<file path="config.mk">
export PLATFORM = sky130hd
export DESIGN_NAME = khc_fifo
export DESIGN_NICKNAME = d
export VERILOG_FILES = /design/src/hw/rtl/khc_pkg.sv /design/src/hw/rtl/khc_fifo.sv
export SDC_FILE = /design/constraint.sdc
export NUM_CORES = 1
export LEC_CHECK = 0
export ABC_CLOCK_PERIOD_IN_PS = 1640
export BUFFER_PORTS_ARGS = -buffer_cell sky130_fd_sc_hd__buf_2
export CAP_MARGIN = 30
export CELL_PAD_IN_SITES_DETAIL_PLACEMENT = 1
export CELL_PAD_IN_SITES_GLOBAL_PLACEMENT = 2
export CORE_MARGIN = 2
export CORE_UTILIZATION = 30
export CTS_CLUSTER_DIAMETER = 40
export DETAILED_ROUTE_END_ITERATION = 16
export GPL_TIMING_DRIVEN = 0
export PLACE_DENSITY_LB_ADDON = 0.12
export SLEW_MARGIN = 10
export SYNTH_ARGS = -nofsm -noshare
export SYNTH_HDL_FRONTEND = slang
export SYNTH_SLANG_ARGS = --single-unit
</file>
<file path="constraint.sdc">
create_clock -name clk_i -period 1.64 [get_ports clk_i]
set_input_delay 0.164 -clock clk_i [delete_from_list [all_inputs] [get_ports clk_i]]
set_output_delay 0.164 -clock clk_i [all_outputs]
set_load 0.05 [all_outputs]
</file>
<file path="src/hw/rtl/khc_pkg.sv">
`timescale 1ns / 1ps

package khc_pkg;

  localparam int unsigned KMER_CODE_W = 14;
  localparam int unsigned QDEPTH      = 2;

  localparam logic OP_FEED = 1'b0;
  localparam logic OP_READ = 1'b1;

  localparam logic [7:0] CH_PRINT_LO = 8'h21;
  localparam logic [7:0] CH_PRINT_HI = 8'h7E;
  localparam logic [7:0] CH_MARKER   = 8'h3E;  // '>'
  localparam logic [7:0] CH_LOWER_A  = 8'h61;
  localparam logic [7:0] CH_LOWER_Z  = 8'h7A;
  localparam logic [7:0] CASE_OFS    = 8'h20;
  localparam logic [7:0] CH_A        = 8'h41;
  localparam logic [7:0] CH_C        = 8'h43;
  localparam logic [7:0] CH_G        = 8'h47;
  localparam logic [7:0] CH_T        = 8'h54;

  localparam logic [1:0] BASE_A = 2'd0;
  localparam logic [1:0] BASE_C = 2'd1;
  localparam logic [1:0] BASE_G = 2'd2;
  localparam logic [1:0] BASE_T = 2'd3;

  localparam logic [31:0] CNT_MAX = 32'hFFFF_FFFF;

  typedef enum logic [1:0] {
    KIND_NONE  = 2'd0,
    KIND_COUNT = 2'd1,
    KIND_READ  = 2'd2
  } khc_kind_e;

  typedef struct packed {
    khc_kind_e kind;
    logic      stopped;
  } khc_cmd_t;

  typedef struct packed {
    logic        op;
    logic [7:0]  char_byte;
    logic [13:0] read_code;
  } khc_in_t;

  typedef struct packed {
    logic [31:0] count_value;
    logic [13:0] kmer_code;
    logic        counted;
    logic        stopped;
  } khc_out_t;

  // {valid, base}
  function automatic logic [2:0] base_decode(logic [7:0] ch);
    logic [7:0] u;
    logic [2:0] r;
    u = ch;
    if (ch >= CH_LOWER_A && ch <= CH_LOWER_Z) begin
      u = ch - CASE_OFS;
    end
    unique case (u)
      CH_A:    r = {1'b1, BASE_A};
      CH_C:    r = {1'b1, BASE_C};
      CH_G:    r = {1'b1, BASE_G};
      CH_T:    r = {1'b1, BASE_T};
      default: r = 3'b000;
    endcase
    return r;
  endfunction

endpackage

</file>
<file path="src/hw/rtl/khc_fifo.sv">
`timescale 1ns / 1ps

module khc_fifo #(
  parameter int unsigned WIDTH = 16
) (
  input  logic             clk_i,
  input  logic             rst_ni,
  input  logic             push_i,
  input  logic [WIDTH-1:0] wdata_i,
  output logic             wready_o,
  input  logic             pop_i,
  output logic             rvalid_o,
  output logic [WIDTH-1:0] rdata_o
);

  localparam int unsigned PW = $clog2(khc_pkg::QDEPTH);
  localparam int unsigned NW = $clog2(khc_pkg::QDEPTH + 1);

  logic [WIDTH-1:0] ent_q [khc_pkg::QDEPTH];
  logic [PW-1:0]    wr_ptr_q, rd_ptr_q;
  logic [NW-1:0]    cnt_q;

  assign wready_o = (cnt_q != NW'(khc_pkg::QDEPTH));
  assign rvalid_o = (cnt_q != '0);
  assign rdata_o  = ent_q[rd_ptr_q];

  always_ff @(posedge clk_i) begin
    if (push_i) begin
      ent_q[wr_ptr_q] <= wdata_i;
    end
  end

  always_ff @(posedge clk_i or negedge rst_ni) begin
    if (!rst_ni) begin
      wr_ptr_q <= '0;
      rd_ptr_q <= '0;
      cnt_q    <= '0;
    end else begin
      if (push_i) wr_ptr_q <= wr_ptr_q + PW'(1);
      if (pop_i)  rd_ptr_q <= rd_ptr_q + PW'(1);
      unique case ({push_i, pop_i})
        2'b10:   cnt_q <= cnt_q + NW'(1);
        2'b01:   cnt_q <= cnt_q - NW'(1);
        default: cnt_q <= cnt_q;
      endcase
    end
  end

  assert property (@(posedge clk_i) disable iff (!rst_ni)
    push_i |-> wready_o)
    else $error("push into full queue");

  assert property (@(posedge clk_i) disable iff (!rst_ni)
    pop_i |-> rvalid_o)
    else $error("pop from empty queue");

endmodule

</file>
; Word level (Yosys, flattened, before mapping)
; Memory sizes are Yosys's and may differ from the RTL's.
; Cells that the tools add are included.
[classes]
add_sub_neg = 4
multipliers = 0
n_div = 0
magnitude_cmp = 0
n_eq_ne = 3
shift = 0
n_mux = 3
n_bitwise = 0
reduce_logical = 2
[ops]
columns = op, n
row1 = $pmux W2 S2, 1
row2 = $reduce_bool A2 Y1, 2
row3 = $add A1 B1 Y1 const B, 2
row4 = $add A2 B1 Y2 const B, 1
row5 = $eq A2 B1 Y1 const B, 1
row6 = $eq A2 B2 Y1 const B, 1
row7 = $mux W1, 2
row8 = $ne A2 B2 Y1 const B, 1
row9 = $sub A2 B1 Y2 const B, 1
[totals]
ff_bits = 4
latchBits = 0
ramBits = 32
mem_bits_ro = 0
input_bits = 20
output_inout_bits = 18
word_cells = 16
mem_count = 1
[mem_list]
columns = name, words, width, read_ports, rd_ports_with_merged_regs, wr, line_no
row1 = ent_q, 2, 16, 1, 0, 1, khc_fifo.sv:19  ; logic [WIDTH-1:0] ent_q [khc_pkg::QDEPTH];

; Depth between registers and ports, before layout
[logic_depth]
depth_word = 2
depth_mapped = 5
mapped_depth_nobuf = 5

; Worst setup path after synthesis
; Ideal clock, no wire load.
[synth_path]
path_kind = reg2reg
startpoint = reg wr_ptr_q
endpoint = mem ent_q[0][0], enable pin
setup_time_ps = 389
arrival_ps = 1098
setup_slack_ps = 153
stages_incl_launch_ff = 2
n_path_buf = 0
synth_period_minus_slack_ps = 1487
path_cell_list = dfrtp_1 nor2_1
[synth_lines]
columns = element, line_no
row1 = start: declaration, khc_fifo.sv:20  ; logic [PW-1:0] wr_ptr_q, rd_ptr_q;
row2 = start signal: assignment, khc_fifo.sv:39  ; if (push_i) wr_ptr_q <= wr_ptr_q + PW'(1);
row3 = end: declaration, khc_fifo.sv:19
; Straight into the memory's write port.

; Worst setup path after layout
[layout_path]
startpoint = reg rd_ptr_q
endpoint = out rdata_o[11]
[layout_via]
elab_chain_cells = 1
[layout_lines]
columns = element, line_no
row1 = start: declaration, khc_fifo.sv:20
row2 = start signal: assignment, khc_fifo.sv:40  ; if (pop_i) rd_ptr_q <= rd_ptr_q + PW'(1);
row3 = $mem_v2 Z2 W16, n/a
row4 = end: declaration, khc_fifo.sv:13  ; output logic [WIDTH-1:0] rdata_o
; No other way between the ends.

==> results_dict.tcl <==
set metrics [dict create \
    nNetsFinal 133 \
    wl_met1_microns 943 \
    dp.cells 156 \
    start_util_pct 31.55 \
    cts_sinks 36 \
    coreArea_sq_um 4414 \
    setup_ws_ns 0.06982 \
    cp_max_fo 10 \
    finalWirelength_microns 2342 \
    ios 38 \
    drc 0 \
    fp-row-count 24 \
    path_class "register to primary output" \
    drive_above_1_share_pct 55.75 \
    cts_buffer_depth 2 \
    cpMaxStageDelayCell "dfrtp_1" \
    slew_headroom_pct 44.51 \
    path_clk_slew_ns 0.07 \
    synthCells 66 \
    syn_nets 87 \
    met2_length_microns 1181 \
    drtIter0Drc 41 \
    hold-worst-slack_ns 0.06440 \
    top_layer "met4" \
    status "complete, no violations" \
    synth.distinct_cells 14 \
    cts_tree "built" \
    finalSetupViolations 0 \
    wl_per_cell_microns 14.19 \
    vias 715 \
    crit_buf_inv 3 \
    path_cells "buf_6 > buf_12 > mux2_4 > buf_6" \
    max_stage_delay_ns 0.37 \
    period_needed_ns 1.570 \
    rsz0062_at_grt "no" \
    ys_ff_latch 36 \
    overflow 0 \
    cp_data_arrival_time_ns 1.41 \
    clock_latency_ns 0.28 \
    hold_violations 0 \
    p_total_mw 3.580 \
    ys_seq_area_share_pct 76.19 \
    postRouteAntennaNets 0 \
    fin_crit_sh_pct 95.74 \
    max_freq_mhz 636.9 \
    die_w_microns 72.13 \
    die_area_sq_um 5203 \
    port_buffers 37 \
    post-dp-hpwl_microns 1602 \
    p_per_area_nw_per_um2 1986 \
    diodes 0 \
    min_path_type "input pin to register" \
    die_h_microns 72.13 \
    r2r_setup_slack_ns 0.18 \
    antenna_found_initial 0 \
    synth_area_sq_um 1393 \
    worstSetupEndpointType "primary output" \
    ir_drop_mv 0.7146 \
    p_leak_nw 0.7185 \
    avgSynthCellArea_sq_um 21.10 \
    fin_cells 165 \
    grt_use_total_pct 10.28 \
    fin_skew_ns 0.003855 \
    grt_max_degree 17 \
    grt_first_pass_wirelength_microns 3691 \
    htree_levels 2 \
    cts_setup_buffers 0 \
    place_congestion 0.5810 \
    avgViaCountPerCell 4.333 \
    drtPass1Iterations 3 \
    numCtsBuffers 5 \
    worstMarginPinSlew_ns 0.8324 \
    pre_cts_ws_ns 0.1578 \
    drv_slew 0 \
    maxCapViolations 0 \
    ys_warn_count 0 \
    syn_to_final_growth_pct 29.47 \
    grt_pass1_vias 756 \
    wl_met3_microns 158 \
    required_ns 1.48 \
    path_delay_family "buffers and inverters" \
    startpoint_type "register" \
    crit_top_cell "buf_6" \
    root_buffer "clkbuf_8" \
]
## cells in the mapped netlist
cell / number / area [sq um]
buf_6: 1 / 11.26
ha_1: 1 / 12.51
inv_1: 1 / 3.750
and2_1: 1 / 6.260
xor2_1: 3 / 26.28
xnor2_1: 2 / 17.52
nor2_1: 2 / 7.510
nand2b_1: 1 / 6.260
mux2_4: 9 / 135.1
edfxtp_1: 32 / 960.9
or2_2: 1 / 6.260
dfrtp_1: 4 / 100.1
mux2_2: 7 / 78.83
buf_12: 1 / 20.02
## layer usage
| metal | track usage [%] | vias to the layer above |
|---|---|---|
| met2 | 16.11 | 28 |
| li1 | - | 338 |
| met4 | 6.289 | 0 |
| met1 | 11.01 | 344 |
| met5 | 0 | - |
| met3 | 5.278 | 5 |
## report_power, final
group,total (mW),switching [mW],internal (mW)
combinational,1.69,1.05,0.636
sequential,1.31,0.0739,1.23
clock,0.582,0.287,0.295
total,3.58,1.42,2.16
## placed cells by master (no fill, tap or decap), drive strengths merged
cell type    Yosys  final
nand2b           1      1
xor2             3      3
clkbuf           0      7
edfxtp          32     32
nor2             2      2
clkinv           0      1
mux2            16     16
dlygate4sd3      0      1
or2              1      1
dfrtp            4      4
inv              1      1
xnor2            2      2
ha               1      1
and2             1      1
buf              2     40
## through the flow
step                      area [sq um]  utilization (%)  TNS [ns]
after floorplan                   1393                -         0
after global placement            1643            37.22    -5.342
after detailed placement          1657            37.53         0
after CTS                         1752            39.68         0
after global routing              1803            40.84         0
final                             1803            40.84         0
## repair_timing
action / 4_1_cts / 5_1_grt
resized for setup: 2 / 23
gates cloned: 0 / 0
endpoints found under the setup margin: 2 / 9
hold buffers: 1 / 0
endpoints found under the hold margin: 4 / 0
## kinds of logic (layout without fill, tap and decap cells)
group,after synthesis,in the layout,share of synthesized area (%)
xor gates and xnor gates,5,5,3.145
adders and majority gates,1,1,0.8983
buffers and inverters,3,50,2.515
DFF,36,36,76.19
muxes,16,16,15.36
and+or+nand+nor,5,5,1.888
## flip-flops by register name (all words and copies together), names as in the netlist
register,flops
rd_ptr_q,1
ent_q,32
wr_ptr_q,1
cnt_q,2
## worst paths after layout
kind	end	depth (start not counted)	startpoint
min in group asynchronous	wr_ptr_q$_DFFE_PN0P_	2	rst_ni
max	rdata_o[11]	4	rd_ptr_q$_DFFE_PN0P_
min	ent_q[0][1]$_DFFE_PP_	1	wdata_i[1]
max reg2reg	ent_q[1][15]$_DFFE_PP_	1	wr_ptr_q$_DFFE_PN0P_
min reg2reg	cnt_q[1]$_DFFE_PN0P_	1	cnt_q[1]$_DFFE_PN0P_
max in group asynchronous	cnt_q[0]$_DFFE_PN0P_	2	rst_ni
## cell type report
class	instances	area (sq um)
Buffer	2	31.28
Fill cell	441	2611
Clock buffer	7	76.32
Sequential cell	36	1061
Multi-Input combinational cell	27	299.0
Inverter	1	3.754
Tap cell	52	65.06
Timing Repair Buffer	39	262.8
Clock inverter	1	3.754
Power figures use the tool's default switching activity.
