[src/hw/rtl/khc_pkg.sv]
`timescale 1ns / 1ps

package khc_pkg;

  localparam int unsigned KMER_CODE_W = 14;
  localparam int unsigned QDEPTH      = 2;

  localparam logic OP_FEED = 1'b0;
  localparam logic OP_READ = 1'b1;

  localparam logic [7:0] CH_PRINT_LO = 8'h21;
  localparam logic [7:0] CH_PRINT_HI = 8'h7E;
  localparam logic [7:0] CH_MARKER   = 8'h3E;  // '>'
  localparam logic [7:0] CH_LOWER_A  = 8'h61;
  localparam logic [7:0] CH_LOWER_Z  = 8'h7A;
  localparam logic [7:0] CASE_OFS    = 8'h20;
  localparam logic [7:0] CH_A        = 8'h41;
  localparam logic [7:0] CH_C        = 8'h43;
  localparam logic [7:0] CH_G        = 8'h47;
  localparam logic [7:0] CH_T        = 8'h54;

  localparam logic [1:0] BASE_A = 2'd0;
  localparam logic [1:0] BASE_C = 2'd1;
  localparam logic [1:0] BASE_G = 2'd2;
  localparam logic [1:0] BASE_T = 2'd3;

  localparam logic [31:0] CNT_MAX = 32'hFFFF_FFFF;

  typedef enum logic [1:0] {
    KIND_NONE  = 2'd0,
    KIND_COUNT = 2'd1,
    KIND_READ  = 2'd2
  } khc_kind_e;

  typedef struct packed {
    khc_kind_e kind;
    logic      stopped;
  } khc_cmd_t;

  typedef struct packed {
    logic        op;
    logic [7:0]  char_byte;
    logic [13:0] read_code;
  } khc_in_t;

  typedef struct packed {
    logic [31:0] count_value;
    logic [13:0] kmer_code;
    logic        counted;
    logic        stopped;
  } khc_out_t;

  // {valid, base}
  function automatic logic [2:0] base_decode(logic [7:0] ch);
    logic [7:0] u;
    logic [2:0] r;
    u = ch;
    if (ch >= CH_LOWER_A && ch <= CH_LOWER_Z) begin
      u = ch - CASE_OFS;
    end
    unique case (u)
      CH_A:    r = {1'b1, BASE_A};
      CH_C:    r = {1'b1, BASE_C};
      CH_G:    r = {1'b1, BASE_G};
      CH_T:    r = {1'b1, BASE_T};
      default: r = 3'b000;
    endcase
    return r;
  endfunction

endpackage

[src/hw/rtl/khc_front.sv]
`timescale 1ns / 1ps

module khc_front #(
  parameter int unsigned MAX_K = 7
) (
  input  logic                   clk_i,
  input  logic                   rst_ni,
  input  logic                   in_valid_i,
  output logic                   in_ready_o,
  input  khc_pkg::khc_in_t       in_data_i,
  input  logic [2:0]             kmer_length_i,
  input  logic                   q_ready_i,
  output logic                   push_o,
  output khc_pkg::khc_cmd_t      cmd_o,
  output logic [2*MAX_K-1:0]     code_o
);

  localparam int unsigned CW = 2 * MAX_K;
  localparam int unsigned RW = $clog2(MAX_K + 1);
  localparam int unsigned EW = (RW > 3) ? RW : 3;

  logic [CW-1:0] shift_q, shift_d;
  logic [RW-1:0] run_q, run_d;
  logic          stop_q, stop_d;
  logic [EW-1:0] eff_k;
  logic [EW-1:0] len_ext;
  logic [CW-1:0] kmask;
  logic [2:0]    dec;
  logic          printable;
  logic          fire;

  assign in_ready_o = q_ready_i;
  assign fire       = in_valid_i && q_ready_i;
  assign push_o     = fire;
  assign printable  = (in_data_i.char_byte >= khc_pkg::CH_PRINT_LO) &&
                      (in_data_i.char_byte <= khc_pkg::CH_PRINT_HI);
  assign dec        = khc_pkg::base_decode(in_data_i.char_byte);
  assign len_ext    = EW'(kmer_length_i);

  always_comb begin
    priority if (len_ext == '0) begin
      eff_k = EW'(1);
    end else if (len_ext > EW'(MAX_K)) begin
      eff_k = EW'(MAX_K);
    end else begin
      eff_k = len_ext;
    end
  end

  always_comb begin
    for (int i = 0; i < CW; i++) begin
      kmask[i] = ((EW + 1)'(i) < {eff_k, 1'b0});
    end
  end

  always_comb begin
    shift_d      = shift_q;
    run_d        = run_q;
    stop_d       = stop_q;
    cmd_o.kind   = khc_pkg::KIND_NONE;
    code_o       = '0;
    if (in_data_i.op == khc_pkg::OP_READ) begin
      cmd_o.kind = khc_pkg::KIND_READ;
      code_o     = CW'(in_data_i.read_code);
    end else if (!stop_q && printable) begin
      if (in_data_i.char_byte == khc_pkg::CH_MARKER) begin
        stop_d = 1'b1;
      end else if (!dec[2]) begin
        run_d = '0;
      end else begin
        shift_d = CW'({shift_q, dec[1:0]});
        if (run_q < RW'(MAX_K)) begin
          run_d = run_q + RW'(1);
        end
        if (EW'(run_d) >= eff_k) begin
          cmd_o.kind = khc_pkg::KIND_COUNT;
          code_o     = shift_d & kmask;
        end
      end
    end
    cmd_o.stopped = stop_d;
  end

  always_ff @(posedge clk_i or negedge rst_ni) begin
    if (!rst_ni) begin
      shift_q <= '0;
      run_q   <= '0;
      stop_q  <= 1'b0;
    end else if (fire) begin
      shift_q <= shift_d;
      run_q   <= run_d;
      stop_q  <= stop_d;
    end
  end

  assert property (@(posedge clk_i) disable iff (!rst_ni)
    stop_q |=> stop_q)
    else $error("stop flag cleared");

endmodule

[config.mk]
export PLATFORM = sky130hd
export DESIGN_NAME = khc_front
export DESIGN_NICKNAME = d
export VERILOG_FILES = /design/src/hw/rtl/khc_pkg.sv /design/src/hw/rtl/khc_front.sv
export SDC_FILE = /design/constraint.sdc
export NUM_CORES = 1
export LEC_CHECK = 0
export ABC_CLOCK_PERIOD_IN_PS = 4300
export BUFFER_PORTS_ARGS = -buffer_cell sky130_fd_sc_hd__buf_2
export CORE_MARGIN = 3
export CORE_UTILIZATION = 45
export DETAILED_ROUTE_END_ITERATION = 8
export PLACE_DENSITY = 0.75
export REMOVE_ABC_BUFFERS = 1
export SYNTH_ARGS = -nofsm -noshare
export SYNTH_HDL_FRONTEND = slang
export SYNTH_SLANG_ARGS = --single-unit
[constraint.sdc]
create_clock -name clk_i -period 4.3 [get_ports clk_i]
set_input_delay 0.43 -clock clk_i [delete_from_list [all_inputs] [get_ports clk_i]]
set_output_delay 0.43 -clock clk_i [all_outputs]
set_load 0.02 [all_outputs]
Yosys cells after proc, flatten, opt, wreduce, memory -nomap -nowiden
Cells that the tools add are included.
{ "word_totals": {"latch_bits": 0, "elab_cells": 65, "mem_count": 0, "ff_bits": 16, "ramBits": 0, "romBits": 0} }
{ "op_classes": {"n_eq_ne": 5, "n_mux": 23, "magnitude_cmp": 21, "shift": 0, "multipliers": 0, "n_div": 0, "n_reduce_logical": 8, "n_bitwise": 3, "addsub": 2} }
{ "ops": {"columns": ["cell", "count"], "rows": [
  ["two-way mux 14 bit", 5],
  ["== test 8 x 7 -> 1 bit, second input constant", 4],
  ["less-than comparator 4 bit, first input constant", 6],
  ["two-way mux 3 bit", 8],
  ["less-or-equal comparator 8 x 7 -> 1 bit, second input constant", 2],
  ["less-than comparator 3 x 4 -> 1 bit, first input constant", 4],
  ["bitwise AND 14 bit", 1],
  ["one-hot mux 3 bit (4 select lines)", 1],
  ["== test 8 x 6 -> 1 bit, second input constant", 1],
  [">= comparator 8 x 6 -> 1 bit, second input constant", 1],
  [">= comparator 8 x 7 -> 1 bit, second input constant", 1],
  ["less-than comparator 1 x 4 -> 1 bit, first input constant", 2],
  ["less-than comparator 2 x 4 -> 1 bit, first input constant", 2],
  ["two-way mux 8 bit", 1],
  ["subtractor 8 x 6 -> 8 bit, second input constant", 1],
  ["two-way mux 1 bit", 7],
  ["AND reduction 5 bit", 1],
  ["logical AND 1 bit", 4],
  ["AND reduction 4 bit", 1],
  ["adder 3 x 1 -> 3 bit, second input constant", 1],
  [">= comparator 3 bit", 1],
  ["> comparator 3 bit, second input constant", 1],
  ["zero test 3 bit", 1],
  ["less-than comparator 3 bit, second input constant", 1],
  ["3 further kinds", 4]
]} }

Depth between registers and ports, before layout
Gate-level depths: netlist of run 1.
{ "logic_depth": {"depth_word": 15, "mapped_depth": 9, "ltp_nobuf": 8} }

Worst setup path before layout of run 1
OpenSTA, ideal clock, no wires.
{ "synth_timing": {"kind": "input -> output", "startpoint": "in in_data_i[19] in the netlist's numbering", "endpoint": "out code_o[1]", "stages": 7, "path_buffers": 0, "arrival_time_ps": 2425, "path_slack_ps": 1445, "path_cell_list": "inv_1 -> ha_1 -> o21a_1 -> a2111o_1 -> nor2_1 -> or4b_1 -> o21ai_0"} }
{ "synth_between": {"elab_chain_cells": 11, "word_cells_on_any_way": 21, "classes_between": "add/sub (1); order compare (4); eq/ne (5); mux (7); bitwise (1); reduce/logical (3)"} }
{ "synth_rtl": {"columns": ["element", "line_no", "source"], "rows": [
  ["from (decl)", "khc_front.sv:10", "input khc_pkg::khc_in_t in_data_i,"],
  [">= comparator 8 x 7 -> 1 bit or less-or-equal comparator 8 x 7 -> 1 bit (tied branches)", "khc_pkg.sv:58", "if (ch >= CH_LOWER_A && ch <= CH_LOWER_Z) begin"],
  ["logical AND 1 bit", "khc_pkg.sv:58", null],
  ["two-way mux 8 bit", "khc_pkg.sv:58", null],
  ["== test 8 x 7 -> 1 bit", "khc_pkg.sv:61", "unique case (u)"],
  ["one-hot mux 3 bit (4 select lines)", "khc_pkg.sv:61", null],
  ["bitwise AND 14 bit", "khc_front.sv:77", "code_o = shift_d & kmask;"],
  ["two-way mux 14 bit", "khc_front.sv:75", "if (EW'(run_d) >= eff_k) begin"],
  ["two-way mux 14 bit", "khc_front.sv:68", "end else if (!dec[2]) begin"],
  ["two-way mux 14 bit", "khc_front.sv:66", "if (in_data_i.char_byte == khc_pkg::CH_MARKER) begin"],
  ["two-way mux 14 bit (*)", "khc_front.sv:65", "end else if (!stop_q && printable) begin"],
  ["two-way mux 14 bit (*)", "khc_front.sv:62", "if (in_data_i.op == khc_pkg::OP_READ) begin"],
  ["to (decl)", "khc_front.sv:15", "output logic [2*MAX_K-1:0] code_o"]
]} }
Every way passes the cells marked *; elsewhere a longest branch is shown, timed or not.

Worst setup path after layout of run 1
{ "layout_timing": {"startpoint": "in in_data_i[19] in the netlist's numbering", "endpoint": "out code_o[6]"} }
{ "layout_between": {"elab_chain_cells": 9, "word_cells_on_any_way": 19, "classes_between": "add/sub (1); order compare (4); eq/ne (5); mux (6); reduce/logical (3)"} }
{ "layout_rtl": {"columns": ["element", "line_no"], "rows": [
  [">= comparator 8 x 7 -> 1 bit or less-or-equal comparator 8 x 7 -> 1 bit (tied branches)", "khc_pkg.sv:58"],
  ["logical AND 1 bit", "khc_pkg.sv:58"],
  ["two-way mux 8 bit", "khc_pkg.sv:58"],
  ["== test 8 x 7 -> 1 bit", "khc_pkg.sv:61"],
  ["one-hot mux 3 bit (4 select lines)", "khc_pkg.sv:61"],
  ["two-way mux 14 bit", "khc_front.sv:68"],
  ["two-way mux 14 bit", "khc_front.sv:66"],
  ["two-way mux 14 bit (*)", "khc_front.sv:65"],
  ["two-way mux 14 bit (*)", "khc_front.sv:62"]
]} }
Marked as above.

==> flow_summary_export.csv, run 1 <==
group,metric,value,unit
synth,synth_simple_gate_area_share,25.2,%
synth,ys_seq_area_share,32.3,%
route,wl_per_cell,13.7,µm
clocking,cts_resized,0,
setup_path,crit_path_end_kind,"primary output",
timing,finalSetupTns,0,ps
route,wl,3.00,mm
setup_path,r2r_cells,5,
setup_path,critPathMostFrequentCell,"buf_2",
outcome,outcome,"finished, final reports clean",
synth,synth_cell_type_count,41,
final_layout,final_cell_mix,"buf_2, nand2_1, o21ai_0",
setup_path,cp.depth,9,
synth,yosysTopAreaCellShare,32.3,%
synth,syn-cell-area,0.00124,mm²
clocking,cts-root-buf,"clkbuf_4",
setup_path,reg2reg_slack,2030,ps
setup_path,setup.worst_path.start,"in_data_i[19]",
timing,min_period,3110,ps
route,drc,0,
die,initial_core_util,48.8,%
final_layout,layout.nets,227,
setup_path,crit_path_end,"code_o[6]",
grt,grt_max_degree,17,
power,switching_share,29.7,%
timing,finalCritPeriodShare,72.3,%
final_layout,drive_gt1_share,33.2,%
final_layout,nFillCells,245,
synth,syn_avg_cell_area,8.39,µm²
timing,setup_viol,0,
setup_path,cp.arrival,2680,ps
power,p_int,0.229,mW
power,pwr-share-comb,22.3,%
route,num_vias,1244,
timing,relSlewSlack,54.9,%
setup_path,r2r-start,"stop_q",
placed_design,place_congestion,0.804,
power,seqPwrFrac,46.5,%
timing,drv_slew,0,
timing,max_freq,322,MHz
timing,postLayoutSetupSlackWorst,1190,ps
synth,synth-xor-area-share,0,%
clocking,clk_latency,300,ps
power,p_clk_share,31.2,%
synth,synth_top_family_by_area,"simple AND/OR/NAND/NOR gates",
route,viasPerCell,5.65,
die,io_pins,49,
final_layout,antennaDiodeCount,0,
setup_path,cp_top_family,"compound AO/OA/AOI/OAI gates",
power,finalPower,0.327,mW
grt,grt_pass1_vias,1171,
timing,fin_skew,14.9,ps
final_layout,syn2layout_area_growth,20.9,%
synth,yosys-top-cells-area,"dfrtp_1, nand2_1, o21ai_0",
power,p_switching,0.0971,mW
final_layout,layout_commonest_cell,"buf_2",
grt,grtUsageTotal,18.4,%
placed_design,preCtsSetupSlack,1200,ps
synth,synthArstFlopShare,100,%
clocking,hold_buffers,0,
setup_path,crit_buf_inv,3,
route,drt-initial-drc-count,26,
clocking,cts_setup_buffers,0,
synth,synth_flop_cell,"dfrtp_1",
route,drtPass1Iterations,4,
grt,overflow,0,
power,ir_drop,0.000214,V
clocking,path_clk_slew,110,ps
clocking,cts_max_level,1,
synth,ys_ff_latch,16,
setup_path,r2r-end,"shift_q[9]",
synth,muxShareOfSynthArea,9.98,%
die,die_w,58.5,µm
synth,synth_edf_count,0,
timing,worst_slew_pin_slew,672,ps
setup_path,required,3870,ps
synth,yosysWarnings,0,
setup_path,path_cells,"buf_2 -> inv_1 -> ha_1 -> o21a_1 -> a2111o_1 -> nor4_4 -> nand3_1 -> o21ai_0 -> buf_2",
synth,syn_inst,148,
setup_path,worstSetupPathType,"in -> out",
clocking,cts_sinks,16,
die,core,0.00254,mm²
grt,antenna_found_initial,0,
power,cellLeakagePower,0.774,nW
setup_path,start_kind,"input port",
setup_path,cpPeakStageDelay,430,ps
timing,rsz0062_at_grt,"no",
grt,grt_pass1_wl,5.02,mm
route,drtAntennaViolNets,0,
setup_path,crit_fanout,13,
die,die_h,58.5,µm
timing,hold_viol,0,
synth,synth_compound_area_share,19.4,%
clocking,cts_tree,"built",
run,cap_violations,0,
hold_path,worstHoldPathType,"in -> async",
power,powerDensity,218,mW/mm²
placed_design,dp_hpwl,2.42,mm
clocking,tritoncts.num_buffers,3,
die,num_rows,18,
die,dieArea,0.00342,mm²
placed_design,port_buffers,48,
synth,synthAdderAreaFrac,6.05,%
clocking,clock_path_buffers,2,
setup_path,crit_slowest_cell,"a2111o_1",
synth,synth_area_leader_cell,"dfrtp_1",
## how the worst min path moves through the flow
stage            endpoint   start  slack (ps)
5_1_grt        shift_q[8]  rst_ni          40
4_1_cts        shift_q[8]  rst_ni          40
3_3_place_gp   shift_q[8]  rst_ni         360
3_5_place_dp   shift_q[8]  rst_ni         360
2_1_floorplan    run_q[0]  rst_ni         130
6_report       shift_q[8]  rst_ni          20
## registers in the layout (all words and copies together), names as in the netlist
signal,count
run_q,3
stop_q,1
shift_q,12
## cell families (layout without fill, tap and decap cells)
| kind of cell | count (synthesis) | after routing |
|---|---|---|
| muxes | 11 | 11 |
| and+or+nand+nor | 58 | 58 |
| AOI/OAI and AO/OA | 38 | 38 |
| buffers and inverters | 19 | 61 |
| adders and majority gates | 6 | 6 |
| DFF | 16 | 16 |
## worst reg2reg max path: cells and delay by family, from the launching register on
kind | cells | cell delay (ps)
flip-flops | 1 | 400
multiplexers | 1 | 360
AO/OA/AOI/OAI | 1 | 150
AND/OR/NAND/NOR | 3 | 1260
## Yosys cell counts, types with 2 or more instances
| cell | instances |
|---|---|
| a211oi_1 | 2 |
| a21boi_0 | 2 |
| a21oi_1 | 3 |
| a22o_1 | 2 |
| a31oi_1 | 2 |
| and2_1 | 2 |
| buf_2 | 2 |
| buf_4 | 4 |
| clkbuf_1 | 4 |
| dfrtp_1 | 16 |
| ha_1 | 6 |
| inv_1 | 9 |
| mux2_1 | 5 |
| mux2_2 | 6 |
| nand2_1 | 25 |
| nand3_1 | 4 |
| nand4_1 | 3 |
| nor2_1 | 5 |
| nor3_1 | 4 |
| nor3b_1 | 2 |
| o211ai_1 | 2 |
| o21ai_0 | 17 |
| o2bb2ai_1 | 2 |
| or2_2 | 2 |
## routing by layer
layer  up-vias  share of wire [%]  track usage [%]  wire length, µm
li1        615                  -                -                -
met1       596                 43             22.4             1290
met2        31                 52             33.5             1560
met3         2                4.7             4.61              142
met4         0               0.33             2.32               10
met5         -                  0                0                0
## final cells by class
class | instances | area (µm²) | area share (%)
inverter | 9 | 33.8 | 2.25
timing repair buffer | 48 | 240 | 16.0
tap | 30 | 37.5 | 2.50
multi-input combinational | 113 | 752 | 50.1
sequential | 16 | 400 | 26.7
clock buffer | 4 | 36.3 | 2.42
## power by group through the flow
stage	sequential [mW]	combinational, mW	clock [mW]
after floorplan	0.154	0.0330	0
after global placement	0.155	0.0705	0
after detailed placement	0.155	0.0733	0
after CTS	0.152	0.0735	0.104
after global routing	0.152	0.0809	0.111
final	0.152	0.0729	0.102
## metrics by stage
| step | instances | utilization [%] | hold slack (ps) | area (µm²) |
|---|---|---|---|---|
| global route | 220 | 58.9 | 40.4 | 1500 |
| detailed placement | 216 | 57.5 | 364 | 1460 |
| CTS | 220 | 58.9 | 35.8 | 1500 |
| global placement | 216 | 57.5 | 356 | 1460 |
| floorplan | 138 | - | 134 | 1190 |
| finish | 220 | 58.9 | 22.1 | 1500 |
(Power assumes the default switching activity.)
==> inputs of run 2 (changes only) <==
ABC_CLOCK_PERIOD_IN_PS = 2700   (was 4300)
CORE_UTILIZATION = 43   (was 45)
clock period = 2.7 ns   (was 4.3 ns; I/O delays follow)
==> run 2 against run 1 <==
Die area grew 4.2%; final cell count grew 3.6%; core utilization grew 7.1 points; critical path depth is the same; final area grew 15%; sequential cell count is the same; clock-buffer cell count shrank 1; non-clock buffer count grew 9; sequential share of layout area shrank 3.5 points; combinational power grew 100%; critical path type is now reg -> out.
==> flow_summary_export.csv, run 2 (synthesis gave the netlist of run 1 again) <==
group,metric,value,unit
route,drtAntennaViolNets,0,
grt,grt_pass1_wl,5.35,mm
final_layout,antennaDiodeCount,0,
power,ir_drop,0.000391,V
timing,setup_viol,0,
clocking,path_clk_slew,90,ps
final_layout,layout_commonest_cell,"buf_2",
die,core,0.00261,mm²
setup_path,cp.arrival,2340,ps
final_layout,final_cell_mix,"buf_2, nand2_1, dfrtp_1",
final_layout,drive_gt1_share,43.4,%
timing,hold_viol,0,
route,drc,0,
final_layout,layout.nets,236,
timing,min_period,2610,ps
grt,grt_pass1_vias,1251,
hold_path,worstHoldPathType,"in -> reg",
grt,grtUsageTotal,19.4,%
placed_design,preCtsSetupSlack,129,ps
die,die_w,59.7,µm
power,finalPower,0.521,mW
die,dieArea,0.00357,mm²
clocking,cts-root-buf,"clkbuf_4",
setup_path,required,2430,ps
die,initial_core_util,47.5,%
timing,worst_slew_pin_slew,479,ps
timing,postLayoutSetupSlackWorst,91.4,ps
final_layout,post-route-util,66.1,%
route,wl,3.78,mm
final_layout,regMostFlops,"shift_q",
placed_design,port_buffers,48,
setup_path,crit_path_end_kind,"primary output",
final_layout,largest_register_ffs,12,
setup_path,start_kind,"flop",
grt,antenna_found_initial,0,
die,die_h,59.7,µm
final_layout,largest_registers,"shift_q (12), run_q (3), stop_q (1)",
clocking,tritoncts.num_buffers,3,
die,num_rows,18,
clocking,clock_path_buffers,2,
placed_design,place_congestion,0.881,
clocking,cts_tree,"built",
route,drtPass1Iterations,4,
route,viasPerCell,5.92,
clocking,cts_sinks,16,
timing,drv_slew,0,
timing,fin_skew,4.34,ps
die,io_pins,49,
outcome,outcome,"finished, final reports clean",
grt,grt_max_degree,17,
clocking,clk_latency,300,ps
clocking,cts_max_level,1,
placed_design,dp.cells,220,
setup_path,crit_fanout,6,
timing,relSlewSlack,67.9,%
timing,timing.hold.ws,376,ps
final_layout,instances_no_fill,228,
timing,finalCritPeriodShare,96.6,%
setup_path,worstSetupPathType,"reg -> out",
route,wl_per_cell,16.6,µm
power,cellLeakagePower,0.850,nW
grt,overflow,0,
timing,max_freq,383,MHz
final_layout,syn2layout_area_growth,39.1,%
run,cap_violations,0,
placed_design,dp_hpwl,2.53,mm
route,drt-initial-drc-count,71,
power,powerDensity,302,mW/mm²
route,num_vias,1350,
[run 2: changes by cell type in the layout (fill, tap and decap cells not counted), sizes merged]
cell	change
buf	+8
dlygate4sd3	+1
clkbuf	-1
[run 2: cell type report]
| cell class | instances | area, µm² |
|---|---|---|
| Clock buffer | 3 | 22.5 |
| Multi-Input combinational cell | 113 | 843 |
| Timing Repair Buffer | 57 | 389 |
| Tap cell | 30 | 37.5 |
| Inverter | 9 | 33.8 |
| Fill cell | 208 | 886 |
| Sequential cell | 16 | 400 |
[run 2: metal layers]
layer  track usage (%)  wire, µm  up-vias
li1                  -         -      633
met1              22.6      1500      668
met2              36.3      2050       39
met3              4.54       159       10
met4              2.53        76        0
met5                 0         0        -
[run 2: path summary, 6_finish.rpt]
path	startpoint	end	slack, ps	cells past startpoint
min reg2reg	stop_q	stop_q	490	1
max in group asynchronous	rst_ni	shift_q[1]	1990	2
min in group asynchronous	rst_ni	shift_q[11]	420	2
min	in_data_i[17]	shift_q[1]	380	3
max reg2reg	stop_q	shift_q[9]	790	6
max	run_q[1]	code_o[4]	90	9
[run 2: repair_timing]
action | 4_1_cts | 5_1_grt
hold endpoints to repair | 16 | 0
pin swaps | 2 | 14
resized for setup | 2 | 58
setup buffers | 3 | 0
hold buffers | 1 | 0
setup endpoints to repair | 10 | 12
gates cloned | 0 | 1
[run 2: stage by stage]
step | setup TNS (ps) | area, µm²
after global routing | -1.37 | 1730
after CTS | 0 | 1560
after global placement | 0 | 1490
final | 0 | 1730
after floorplan | 0 | 1190
after detailed placement | 0 | 1490
[run 2: worst max-delay path, stage by stage, from the launching register on]
cell and delay, ps:
dfrtp_1 390, ha_1 300, a31o_4 210, ha_1 260, o21ai_1 70, a21oi_2 180
nand3_2 160, buf_6 190, o21ai_2 150, buf_6 140
[run 2: report_power, final]
group          switching, mW  internal [mW]  leakage, nW  total, mW
sequential          0.000973          0.240        0.223      0.241
clock                 0.0810         0.0520       0.0138      0.133
combinational         0.0852         0.0612        0.613      0.146
total                  0.167          0.354        0.850      0.521
